### src/design/tslp_pkg.sv
// Package for the text sample line parser.
// Holds status and phase codes, character constants and the shared structs.
// No dependencies.
package tslp_pkg;

	// Result status codes; the line kind reuses the same encoding
	typedef enum logic [2:0] {
		ST_OK      = 3'd0,
		ST_BAD     = 3'd1,
		ST_FLUSH   = 3'd2,
		ST_COMMENT = 3'd3,
		ST_OTHER   = 3'd4,
		ST_UNKNOWN = 3'd5,
		ST_EMPTY   = 3'd6
	} status_t;

	// A sample line carries the same code as a good sample
	localparam status_t KIND_SAMPLE = ST_OK;

	// Position in the sample grammar "s=x,y,a,b,c,i"
	typedef enum logic [3:0] {
		PH_START   = 4'd0,
		PH_EQUALS  = 4'd1,
		PH_FIELD_X = 4'd2,
		PH_FIELD_Y = 4'd3,
		PH_FIELD_A = 4'd4,
		PH_FIELD_B = 4'd5,
		PH_FLAG_C  = 4'd6,
		PH_COMMA_I = 4'd7,
		PH_FLAG_I  = 4'd8,
		PH_DONE    = 4'd9
	} phase_t;

	localparam logic [3:0] MIN_SAMPLE_LEN = 4'd14;

	// ASCII codes the parser looks for
	localparam logic [7:0] CH_ZERO   = 8'h30;
	localparam logic [7:0] CH_ONE    = 8'h31;
	localparam logic [7:0] CH_NINE   = 8'h39;
	localparam logic [7:0] CH_COMMA  = 8'h2C;
	localparam logic [7:0] CH_EQUALS = 8'h3D;
	localparam logic [7:0] CH_HASH   = 8'h23;
	localparam logic [7:0] CH_S      = 8'h73;
	localparam logic [7:0] CH_F      = 8'h66;
	localparam logic [7:0] CH_R      = 8'h72;
	localparam logic [7:0] CH_E      = 8'h65;
	localparam logic [7:0] CH_P      = 8'h70;

	// Register reset values
	localparam logic [15:0] DAC_MAX_RESET        = 16'd4095;
	localparam logic [12:0] PACKET_SAMPLES_RESET = 13'd64;

	typedef struct packed {
		logic [15:0] dac_max;
		logic [12:0] packet_samples;
	} cfg_t;

	typedef struct packed {
		status_t     status;
		logic [15:0] coord_x;
		logic [15:0] coord_y;
		logic [11:0] level_a;
		logic [15:0] level_b;
		logic        flag_c;
		logic        flag_interlock;
		logic        packet_end;
		logic [11:0] pending_count;
	} result_t;

endpackage

### src/design/tslp_if.sv
// Valid/ready channel interfaces for characters in and line results out.
// Plain signals only; no package dependency.
interface tslp_char_if;
	logic       valid;
	logic       ready;
	logic [7:0] char_code;
	logic       line_end;

	modport source (output valid, output char_code, output line_end, input ready);
	modport sink (input valid, input char_code, input line_end, output ready);
endinterface

interface tslp_result_if;
	logic        valid;
	logic        ready;
	logic [2:0]  status;
	logic [15:0] coord_x;
	logic [15:0] coord_y;
	logic [11:0] level_a;
	logic [15:0] level_b;
	logic        flag_c;
	logic        flag_interlock;
	logic        packet_end;
	logic [11:0] pending_count;

	modport source (output valid, output status, output coord_x, output coord_y,
		output level_a, output level_b, output flag_c, output flag_interlock,
		output packet_end, output pending_count, input ready);
	modport sink (input valid, input status, input coord_x, input coord_y,
		input level_a, input level_b, input flag_c, input flag_interlock,
		input packet_end, input pending_count, output ready);
endinterface

### src/design/tslp_cfg_regs.sv
// APB-style configuration registers: dac_max at 0x0, packet_samples at 0x4.
// Depends on tslp_pkg.
module tslp_cfg_regs (
	input  logic                clk,
	input  logic                arst_n,
	input  logic                psel,
	input  logic                penable,
	input  logic                pwrite,
	input  logic [2:0]          paddr,
	input  logic [31:0]         pwdata,
	output logic [31:0]         prdata,
	output logic                pready,
	output tslp_pkg::cfg_t      cfg
);

	localparam logic REG_DAC_MAX        = 1'b0;
	localparam logic REG_PACKET_SAMPLES = 1'b1;

	tslp_pkg::cfg_t cfg_q;
	logic           wr_en;

	assign pready = 1'b1;
	assign wr_en  = psel & penable & pwrite;

	// Register writes, decoded on the word address bit
	always_ff @(posedge clk or negedge arst_n) begin
		if (!arst_n) begin
			cfg_q.dac_max        <= tslp_pkg::DAC_MAX_RESET;
			cfg_q.packet_samples <= tslp_pkg::PACKET_SAMPLES_RESET;
		end else if (wr_en) begin
			case (paddr[2])
				REG_DAC_MAX:        cfg_q.dac_max        <= pwdata[15:0];
				REG_PACKET_SAMPLES: cfg_q.packet_samples <= pwdata[12:0];
				default: ;
			endcase
		end
	end

	// Read mux
	always_comb begin
		case (paddr[2])
			REG_DAC_MAX:        prdata = {16'd0, cfg_q.dac_max};
			REG_PACKET_SAMPLES: prdata = {19'd0, cfg_q.packet_samples};
			default:            prdata = 32'd0;
		endcase
	end

	assign cfg = cfg_q;

endmodule

### src/design/tslp_line_core.sv
// Per-line parse state and result computation, one character per step.
// Depends on tslp_pkg.
module tslp_line_core (
	input  logic                clk,
	input  logic                arst_n,
	input  logic                step_en,
	input  logic [7:0]          char_code,
	input  logic                line_end,
	input  tslp_pkg::cfg_t      cfg,
	output tslp_pkg::result_t   result
);

	// Line state
	logic [3:0]        char_count_q;
	tslp_pkg::phase_t  phase_q;
	logic [19:0]       acc_q;
	logic              digit_seen_q;
	logic [15:0]       held_x_q, held_y_q, held_b_q;
	logic [11:0]       held_a_q;
	logic              held_c_q, held_i_q;
	logic              line_error_q;
	tslp_pkg::status_t line_kind_q;
	logic [11:0]       sample_counter_q;

	// Next values
	logic [3:0]        char_count_d;
	tslp_pkg::phase_t  phase_d;
	logic [19:0]       acc_d;
	logic              digit_seen_d;
	logic [15:0]       held_x_d, held_y_d, held_b_d;
	logic [11:0]       held_a_d;
	logic              held_c_d, held_i_d;
	logic              line_error_d;
	tslp_pkg::status_t line_kind_d;
	logic [11:0]       sample_counter_d;

	logic              is_digit;
	logic              is_flag;
	logic [7:0]        ch_off;
	logic [19:0]       acc_digit;
	logic [12:0]       count_inc;

	assign is_digit  = (char_code >= tslp_pkg::CH_ZERO) && (char_code <= tslp_pkg::CH_NINE);
	assign is_flag   = (char_code == tslp_pkg::CH_ZERO) || (char_code == tslp_pkg::CH_ONE);
	assign ch_off    = char_code - tslp_pkg::CH_ZERO;
	// acc stays at or below dac_max while parsing runs, so times ten fits 20 bits
	assign acc_digit = (acc_q << 3) + (acc_q << 1) + {16'd0, ch_off[3:0]};
	assign count_inc = {1'b0, sample_counter_q} + 13'd1;

	always_comb begin
		char_count_d     = char_count_q;
		phase_d          = phase_q;
		acc_d            = acc_q;
		digit_seen_d     = digit_seen_q;
		held_x_d         = held_x_q;
		held_y_d         = held_y_q;
		held_a_d         = held_a_q;
		held_b_d         = held_b_q;
		held_c_d         = held_c_q;
		held_i_d         = held_i_q;
		line_error_d     = line_error_q;
		line_kind_d      = line_kind_q;
		sample_counter_d = sample_counter_q;
		result           = '0;
		result.status    = tslp_pkg::ST_EMPTY;

		// First character picks the line kind; later ones feed the sample grammar
		if (char_count_q == 4'd0) begin
			if (char_code == tslp_pkg::CH_S) begin
				line_kind_d = tslp_pkg::KIND_SAMPLE;
				phase_d     = tslp_pkg::PH_EQUALS;
			end else if (char_code == tslp_pkg::CH_F) begin
				line_kind_d = tslp_pkg::ST_FLUSH;
			end else if (char_code == tslp_pkg::CH_HASH) begin
				line_kind_d = tslp_pkg::ST_COMMENT;
			end else if (char_code == tslp_pkg::CH_R || char_code == tslp_pkg::CH_E ||
				char_code == tslp_pkg::CH_P) begin
				line_kind_d = tslp_pkg::ST_OTHER;
			end else begin
				line_kind_d = tslp_pkg::ST_UNKNOWN;
			end
		end else if (line_kind_q == tslp_pkg::KIND_SAMPLE && !line_error_q &&
			phase_q != tslp_pkg::PH_DONE) begin
			case (phase_q)
				tslp_pkg::PH_EQUALS: begin
					if (char_code == tslp_pkg::CH_EQUALS) phase_d = tslp_pkg::PH_FIELD_X;
					else line_error_d = 1'b1;
				end
				tslp_pkg::PH_FIELD_X, tslp_pkg::PH_FIELD_Y,
				tslp_pkg::PH_FIELD_A, tslp_pkg::PH_FIELD_B: begin
					if (is_digit) begin
						acc_d        = acc_digit;
						digit_seen_d = 1'b1;
						if (acc_digit > {4'd0, cfg.dac_max}) line_error_d = 1'b1;
					end else if (digit_seen_q && char_code == tslp_pkg::CH_COMMA) begin
						case (phase_q)
							tslp_pkg::PH_FIELD_X: held_x_d = acc_q[15:0];
							tslp_pkg::PH_FIELD_Y: held_y_d = acc_q[15:0];
							tslp_pkg::PH_FIELD_A: held_a_d = acc_q[11:0];
							default:              held_b_d = acc_q[15:0];
						endcase
						acc_d        = '0;
						digit_seen_d = 1'b0;
						phase_d      = tslp_pkg::phase_t'(phase_q + 4'd1);
					end else begin
						line_error_d = 1'b1;
					end
				end
				tslp_pkg::PH_FLAG_C: begin
					if (is_flag) begin
						held_c_d = char_code[0];
						phase_d  = tslp_pkg::PH_COMMA_I;
					end else begin
						line_error_d = 1'b1;
					end
				end
				tslp_pkg::PH_COMMA_I: begin
					if (char_code == tslp_pkg::CH_COMMA) phase_d = tslp_pkg::PH_FLAG_I;
					else line_error_d = 1'b1;
				end
				tslp_pkg::PH_FLAG_I: begin
					if (is_flag) begin
						held_i_d = char_code[0];
						phase_d  = tslp_pkg::PH_DONE;
					end else begin
						line_error_d = 1'b1;
					end
				end
				default: line_error_d = 1'b1;
			endcase
		end

		// Length counter saturates at the minimum sample length
		if (char_count_q < tslp_pkg::MIN_SAMPLE_LEN) char_count_d = char_count_q + 4'd1;

		// Line end: build the result, then clear the line state
		if (line_end) begin
			if (char_count_d < 4'd2) begin
				result.status = tslp_pkg::ST_EMPTY;
			end else if (line_kind_d == tslp_pkg::KIND_SAMPLE) begin
				if (!line_error_d && phase_d == tslp_pkg::PH_DONE &&
					char_count_d >= tslp_pkg::MIN_SAMPLE_LEN) begin
					result.status         = tslp_pkg::ST_OK;
					result.coord_x        = held_x_d;
					result.coord_y        = held_y_d;
					result.level_a        = held_a_d;
					result.level_b        = held_b_d;
					result.flag_c         = held_c_d;
					result.flag_interlock = held_i_d;
					if (count_inc == cfg.packet_samples) begin
						sample_counter_d  = '0;
						result.packet_end = 1'b1;
					end else begin
						sample_counter_d  = count_inc[11:0];
					end
				end else begin
					result.status = tslp_pkg::ST_BAD;
				end
			end else if (line_kind_d == tslp_pkg::ST_FLUSH) begin
				result.status        = tslp_pkg::ST_FLUSH;
				result.pending_count = sample_counter_q;
				sample_counter_d     = '0;
			end else begin
				result.status = line_kind_d;
			end

			char_count_d = '0;
			phase_d      = tslp_pkg::PH_START;
			acc_d        = '0;
			digit_seen_d = 1'b0;
			held_x_d     = '0;
			held_y_d     = '0;
			held_a_d     = '0;
			held_b_d     = '0;
			held_c_d     = 1'b0;
			held_i_d     = 1'b0;
			line_error_d = 1'b0;
			line_kind_d  = tslp_pkg::KIND_SAMPLE;
		end
	end

	// State registers, updated once per character
	always_ff @(posedge clk or negedge arst_n) begin
		if (!arst_n) begin
			char_count_q     <= '0;
			phase_q          <= tslp_pkg::PH_START;
			acc_q            <= '0;
			digit_seen_q     <= 1'b0;
			held_x_q         <= '0;
			held_y_q         <= '0;
			held_a_q         <= '0;
			held_b_q         <= '0;
			held_c_q         <= 1'b0;
			held_i_q         <= 1'b0;
			line_error_q     <= 1'b0;
			line_kind_q      <= tslp_pkg::KIND_SAMPLE;
			sample_counter_q <= '0;
		end else if (step_en) begin
			char_count_q     <= char_count_d;
			phase_q          <= phase_d;
			acc_q            <= acc_d;
			digit_seen_q     <= digit_seen_d;
			held_x_q         <= held_x_d;
			held_y_q         <= held_y_d;
			held_a_q         <= held_a_d;
			held_b_q         <= held_b_d;
			held_c_q         <= held_c_d;
			held_i_q         <= held_i_d;
			line_error_q     <= line_error_d;
			line_kind_q      <= line_kind_d;
			sample_counter_q <= sample_counter_d;
		end
	end

endmodule

### src/design/text_sample_line_parser.sv
// Text sample line parser, top level.
// Depends on tslp_pkg, tslp_if, tslp_cfg_regs and tslp_line_core.
//
// Characters of a command line arrive on in_chan one request at a time, with
// line_end high on the last one. Sample lines "s=x,y,a,b,c,i" are checked
// and parsed; every line yields exactly one result request on out_chan, on
// its last character. Other characters yield nothing.
// Throughput: one character per cycle. Each character is held in the input
// register; the parse state update and the result are computed from it in
// the same cycle and loaded into the output register when the character
// advances; the result is then offered from the output register.
// When out_chan stalls, characters that end no line still flow through; a
// line_end character waits in the input register until the pending result
// is taken, and in_chan ready drops then.
// Reset clears the line state, the sample counter and both registers' valid
// flags, and loads dac_max = 4095 and packet_samples = 64. The user must write
// registers over the APB port while the block is idle; it does not enforce this.
module text_sample_line_parser (
	input  logic                  clk,
	input  logic                  arst_n,
	input  logic                  psel,
	input  logic                  penable,
	input  logic                  pwrite,
	input  logic [2:0]            paddr,
	input  logic [31:0]           pwdata,
	output logic [31:0]           prdata,
	output logic                  pready,
	tslp_char_if.sink             in_chan,
	tslp_result_if.source         out_chan
);

	tslp_pkg::cfg_t    cfg;
	tslp_pkg::result_t core_result;
	tslp_pkg::result_t result_q;
	logic              result_valid_q;

	logic              valid_s1;
	logic [7:0]        char_s1;
	logic              last_s1;
	logic              advance;

	tslp_cfg_regs u_cfg (
		.clk     (clk),
		.arst_n  (arst_n),
		.psel    (psel),
		.penable (penable),
		.pwrite  (pwrite),
		.paddr   (paddr),
		.pwdata  (pwdata),
		.prdata  (prdata),
		.pready  (pready),
		.cfg     (cfg)
	);

	// The held character moves on unless it ends a line and the result slot is blocked
	assign advance       = valid_s1 && (!last_s1 || !result_valid_q || out_chan.ready);
	assign in_chan.ready = !valid_s1 || advance;

	// Input register
	always_ff @(posedge clk or negedge arst_n) begin
		if (!arst_n) begin
			valid_s1 <= 1'b0;
		end else if (in_chan.valid && in_chan.ready) begin
			valid_s1 <= 1'b1;
		end else if (advance) begin
			valid_s1 <= 1'b0;
		end
	end

	always_ff @(posedge clk) begin
		if (in_chan.valid && in_chan.ready) begin
			char_s1 <= in_chan.char_code;
			last_s1 <= in_chan.line_end;
		end
	end

	tslp_line_core u_core (
		.clk       (clk),
		.arst_n    (arst_n),
		.step_en   (advance),
		.char_code (char_s1),
		.line_end  (last_s1),
		.cfg       (cfg),
		.result    (core_result)
	);

	// Result register
	always_ff @(posedge clk or negedge arst_n) begin
		if (!arst_n) begin
			result_valid_q <= 1'b0;
		end else if (advance && last_s1) begin
			result_valid_q <= 1'b1;
		end else if (out_chan.ready) begin
			result_valid_q <= 1'b0;
		end
	end

	always_ff @(posedge clk) begin
		if (advance && last_s1) begin
			result_q <= core_result;
		end
	end

	assign out_chan.valid          = result_valid_q;
	assign out_chan.status         = result_q.status;
	assign out_chan.coord_x        = result_q.coord_x;
	assign out_chan.coord_y        = result_q.coord_y;
	assign out_chan.level_a        = result_q.level_a;
	assign out_chan.level_b        = result_q.level_b;
	assign out_chan.flag_c         = result_q.flag_c;
	assign out_chan.flag_interlock = result_q.flag_interlock;
	assign out_chan.packet_end     = result_q.packet_end;
	assign out_chan.pending_count  = result_q.pending_count;

endmodule

### src/flat_wrapper.sv
// flat-port wrapper written by rule: the top's interface ports become plain ports
module text_sample_line_parser_flat 
  (clk, arst_n, psel, penable, pwrite, paddr, pwdata, prdata, pready, in_chan_valid, in_chan_char_code, in_chan_line_end, in_chan_ready, out_chan_valid, out_chan_status, out_chan_coord_x, out_chan_coord_y, out_chan_level_a, out_chan_level_b, out_chan_flag_c, out_chan_flag_interlock, out_chan_packet_end, out_chan_pending_count, out_chan_ready);
  tslp_char_if in_chan_i ();
  tslp_result_if out_chan_i ();
  input  logic clk;
  input  logic arst_n;
  input  logic psel;
  input  logic penable;
  input  logic pwrite;
  input  logic [2:0] paddr;
  input  logic [31:0] pwdata;
  output logic [31:0] prdata;
  output logic pready;
  input wire logic [$bits(in_chan_i.valid)-1:0] in_chan_valid;
  input wire logic [$bits(in_chan_i.char_code)-1:0] in_chan_char_code;
  input wire logic [$bits(in_chan_i.line_end)-1:0] in_chan_line_end;
  output wire logic [$bits(in_chan_i.ready)-1:0] in_chan_ready;
  output wire logic [$bits(out_chan_i.valid)-1:0] out_chan_valid;
  output wire logic [$bits(out_chan_i.status)-1:0] out_chan_status;
  output wire logic [$bits(out_chan_i.coord_x)-1:0] out_chan_coord_x;
  output wire logic [$bits(out_chan_i.coord_y)-1:0] out_chan_coord_y;
  output wire logic [$bits(out_chan_i.level_a)-1:0] out_chan_level_a;
  output wire logic [$bits(out_chan_i.level_b)-1:0] out_chan_level_b;
  output wire logic [$bits(out_chan_i.flag_c)-1:0] out_chan_flag_c;
  output wire logic [$bits(out_chan_i.flag_interlock)-1:0] out_chan_flag_interlock;
  output wire logic [$bits(out_chan_i.packet_end)-1:0] out_chan_packet_end;
  output wire logic [$bits(out_chan_i.pending_count)-1:0] out_chan_pending_count;
  input wire logic [$bits(out_chan_i.ready)-1:0] out_chan_ready;
  assign in_chan_i.valid = in_chan_valid;
  assign in_chan_i.char_code = in_chan_char_code;
  assign in_chan_i.line_end = in_chan_line_end;
  assign in_chan_ready = in_chan_i.ready;
  assign out_chan_valid = out_chan_i.valid;
  assign out_chan_status = out_chan_i.status;
  assign out_chan_coord_x = out_chan_i.coord_x;
  assign out_chan_coord_y = out_chan_i.coord_y;
  assign out_chan_level_a = out_chan_i.level_a;
  assign out_chan_level_b = out_chan_i.level_b;
  assign out_chan_flag_c = out_chan_i.flag_c;
  assign out_chan_flag_interlock = out_chan_i.flag_interlock;
  assign out_chan_packet_end = out_chan_i.packet_end;
  assign out_chan_pending_count = out_chan_i.pending_count;
  assign out_chan_i.ready = out_chan_ready;
  text_sample_line_parser u_core (.clk(clk), .arst_n(arst_n), .psel(psel), .penable(penable), .pwrite(pwrite), .paddr(paddr), .pwdata(pwdata), .prdata(prdata), .pready(pready), .in_chan(in_chan_i), .out_chan(out_chan_i));
endmodule
### config.mk
export PLATFORM = sky130hd
export DESIGN_NAME = text_sample_line_parser_flat
export DESIGN_NICKNAME = d
export VERILOG_FILES = /design/src/design/tslp_pkg.sv /design/src/design/tslp_if.sv /design/src/design/tslp_cfg_regs.sv /design/src/design/tslp_line_core.sv /design/src/design/text_sample_line_parser.sv /design/src/flat_wrapper.sv
export SDC_FILE = /design/constraint.sdc
export NUM_CORES = 1
export LEC_CHECK = 0
export BUFFER_PORTS_ARGS = -buffer_cell sky130_fd_sc_hd__buf_2
export CAP_MARGIN = 20
export CORE_MARGIN = 2
export CORE_UTILIZATION = 25
export DETAILED_ROUTE_END_ITERATION = 8
export PLACE_DENSITY = 0.39
export RECOVER_POWER = 100
export SLEW_MARGIN = 20
export SYNTH_ARGS = -nofsm -noshare
export SYNTH_HDL_FRONTEND = slang
export SYNTH_HIERARCHICAL = 1
export SYNTH_SLANG_ARGS = --single-unit
### constraint.sdc
create_clock -name clk -period 5 [get_ports clk]
set_input_delay 0.75 -clock clk [delete_from_list [all_inputs] [get_ports clk]]
set_output_delay 0.75 -clock clk [all_outputs]
set_load 0.01 [all_outputs]
==> impl_metrics.py <==
metrics = {
    "synth": {
        "synth_edf_count": 87,
        "async_reset_ff_frac": 0.612,
        "netlist_top_cells_count": "nand2_1, dfrtp_1, edfxtp_1",
        "synthMostInstantiatedCell": "nand2_1",
        "synthTopCellsByArea": "dfrtp_1, edfxtp_1, ha_1",
        "syn_inst": 1257,
        "synth_seq_area_share": 0.465,
        "ys_seq_elements": 224,
        "syn_area_per_cell_sq_um": 10.4,
        "ys.flop_type": "dfrtp_1",
        "synth_area_leader_cell": "dfrtp_1",
        "yosysTopAreaCellShare": 0.238,
        "yosysUniqueCellTypes": 85,
        "yosys_warnings": 6,
        "syn_area_sq_um": 13000,
    },
    "power_and_ir_drop": {
        "p_leak_nw": 6.04,
        "irDropWorstVdd_mv": 0.245,
        "pwr_density_cell_nw_per_um2": 327,
    },
    "detailed_routing": {
        "vias": 10327,
        "drt_first_pass_iters": 5,
        "wl_per_cell_um": 19.1,
        "avgViaCountPerCell": 4.83,
        "drc": 0,
        "dr.first_iter.drc_count": 615,
        "finalWirelength_um": 40800,
        "ant_nets": 0,
    },
    "placement": {
        "dp_hpwl_um": 27700,
        "gp_congestion": 0.801,
        "portBuffers": 128,
        "dpl-instance-area_sq_um": 14800,
        "place_inst": 2068,
    },
    "floorplan": {
        "core_sq_um": 51400,
        "die_w_um": 232,
        "ioPinCount": 164,
        "rows": 83,
        "start_util": 0.254,
        "design.die.area_sq_um": 54000,
        "fp.dieH_um": 232,
    },
    "global_routing": {
        "antenna_found_initial": 0,
        "grt_max_degree": 73,
        "grt-ovfl-total": 0,
        "grt_pass1_vias": 10109,
        "grt_util_all_layers": 0.149,
        "grt_pass1_wl_um": 62300,
    },
    "min_path": {
        "hp-class": "primary input to flip-flop",
    },
    "sta": {
        "setup_viol": 3,
        "finalMaxSlewViolations": 176,
        "hold_viol": 0,
        "min_period_over_period": 1.00,
        "rsz0062_at_grt": "yes",
        "clock.fmax_mhz": 200,
        "whs_ns": 0.400,
        "worst_pin_slew_ns": 4.23,
        "relSlewSlack": -1.82,
        "timing.final.ws_setup_ns": -0.00207,
        "finClkSkew_ns": 0.0203,
        "fin_crit_ns": 5.00,
    },
    "setup_path": {
        "crit_required_ns": 5.43,
        "crit_fanout": 7,
        "start_kind": "flip-flop",
        "criticalPathCategory": "flip-flop to flip-flop",
        "r2r_slack_ns": -0.002,
        "worst_setup_path_end_kind": "flip-flop",
        "arrival_ns": 5.43,
    },
    "layout": {
        "design_area_sq_um": 15900,
        "finalNonFillerCells": 2136,
        "final_nets": 1543,
        "nFillCells": 5415,
        "drive_gt1_frac": 0.220,
        "syn2layout_area_growth_pct": 22.2,
        "num_antenna_cells": 0,
    },
    "cts": {
        "cts_buffers": 29,
        "clock_latency_ns": 0.57,
        "path_clk_slew_ns": 0.06,
        "root_buffer": "clkbuf_16",
        "cts_num_sinks": 224,
        "clockBufferDepth": 3,
        "h-tree-depth": 1,
        "cts_tree": "done",
    },
    "job": {
        "cap_violations": 4,
    },
    "outcome": {
        "failed_checks": "capacitance limit, slew limit, setup timing",
        "run_status": "complete, but fails checks",
    },
}
-- worst max-delay path: stages, from the launching register on --
cell,delay [ns]
dfrtp_1,0.40
inv_1,0.07
fa_1,0.53
inv_2,0.06
ha_4,0.25
a211oi_4,0.28
nor3_2,0.09
nor3_2,0.17
a21boi_1,0.11
nor2_2,0.16
xnor2_2,0.12
ha_1,0.31
nand4_1,0.10
buf_4,0.15
or3_1,0.30
mux2i_1,0.16
a21oi_2,0.08
nor3_2,0.15
a41oi_2,0.20
or4b_4,0.74
buf_12,0.20
buf_16,0.13
a21oi_2,0.09
-- metal layers --
metal | up-vias | wire, um | part of all wire | global-route usage
met3 | 49 | 1580 | 0.039 | 0.0198
met1 | 5079 | 19600 | 0.48 | 0.212
met2 | 236 | 18600 | 0.46 | 0.236
met4 | 0 | 955 | 0.023 | 0.0391
met5 | - | 0 | 0 | 0
li1 | 4963 | - | - | -
-- sequential cells by signal, indices dropped and copies added, names as in the netlist, 3 cells and up --
name                            count
u_core/u_cfg/cfg                   29
u_core/u_core/acc_q                19
u_core/out_chan.coord_x            16
u_core/out_chan.coord_y            16
u_core/out_chan.level_b            16
u_core/u_core/held_b_q             16
u_core/u_core/held_x_q             16
u_core/u_core/held_y_q             16
u_core/out_chan.level_a            12
u_core/out_chan.pending_count      12
u_core/u_core/held_a_q             12
u_core/u_core/sample_counter_q     12
u_core/char_s1                      8
u_core/u_core/char_count_q          4
u_core/u_core/phase_q               4
u_core/out_chan.status              3
u_core/u_core/line_kind_q           3
-- repair_timing --
| item | CTS | global route |
|---|---|---|
| setup buffers | 10 | 1 |
| cloned | 2 | 1 |
| setup endpoints to repair | 77 | 76 |
| pin swaps | 22 | 9 |
| gates resized for setup | 29 | 20 |
| hold buffers | 0 | 0 |
-- per-stage QoR --
step / setup TNS, ns / setup slack (ns) / utilization / power [mW]
global placement: -32.49 / -0.490 / 0.288 / 3.19
CTS: -0.159 / -0.0277 / 0.311 / 5.29
finish: -0.00322 / -0.00207 / 0.310 / 5.21
floorplan: 0 / 0.190 / - / 2.88
global route: -13.30 / -0.243 / 0.310 / 5.49
detailed placement: -29.59 / -0.451 / 0.288 / 3.20
-- power breakdown --
group          leakage (nW)  internal [mW]  switching, mW  total, mW
Combinational          2.98          0.364          0.536      0.900
Clock                 0.453           1.19          0.842       2.03
Sequential             2.61           2.12          0.160       2.28
Total                  6.04           3.67           1.54       5.21
-- cells in the final DEF, fill, tap and decap left out, types with 25 or more instances in the layout --
master	instances
a21boi_0	31
a21oi_1	42
a21oi_2	59
a22oi_1	34
buf_4	82
clkbuf_1	121
clkbuf_16	30
dfrtp_1	124
edfxtp_1	87
ha_1	54
inv_1	41
mux2_2	32
nand2_1	172
nor2_1	43
nor3_1	31
o21ai_0	25
o2bb2ai_1	64
-- cell families after synthesis --
group                    share of synthesized area
AND/OR/NAND/NOR                              0.149
buffers and inverters                       0.0530
AO/OA/AOI/OAI                                0.208
XOR/XNOR                                    0.0205
flip-flops                                   0.465
adder cells (fa/ha/maj)                     0.0578
multiplexers                                0.0470
other                                     0.000576
-- final timing paths --
| kind | endpoint | depth (start not counted) | startpoint |
|---|---|---|---|
| min in group asynchronous | u_core/out_chan.valid$_DFFE_PN0P_ | 1 | arst_n |
| hold reg to reg | u_core/u_core/held_a_q[11]$_DFFE_PN0P_ | 1 | u_core/u_core/held_a_q[11]$_DFFE_PN0P_ |
| setup reg to reg | u_core/out_chan.coord_y[8]$_DFFE_PP_ | 22 | u_core/u_core/acc_q[0]$_DFFE_PN0P_ |
| hold / removal | u_core/valid_s1$_DFFE_PN0P_ | 2 | in_chan_valid |
| setup / recovery | u_core/out_chan.coord_y[8]$_DFFE_PP_ | 22 | u_core/u_core/acc_q[0]$_DFFE_PN0P_ |
| max in group asynchronous | u_core/u_core/held_y_q[4]$_DFFE_PN0P_ | 2 | arst_n |
-- final cells by class --
type | instances | area, sq um | share of cell area
clock buffers | 41 | 811 | 0.0509
repair buffers | 233 | 1390 | 0.0870
inverters | 42 | 158 | 0.00990
well taps | 680 | 851 | 0.0534
multi-input cells | 903 | 6550 | 0.411
flip-flops and latches | 224 | 6060 | 0.380
clock inverters | 13 | 116 | 0.00731
No activity file was read; power rests on OpenSTA's default activity.
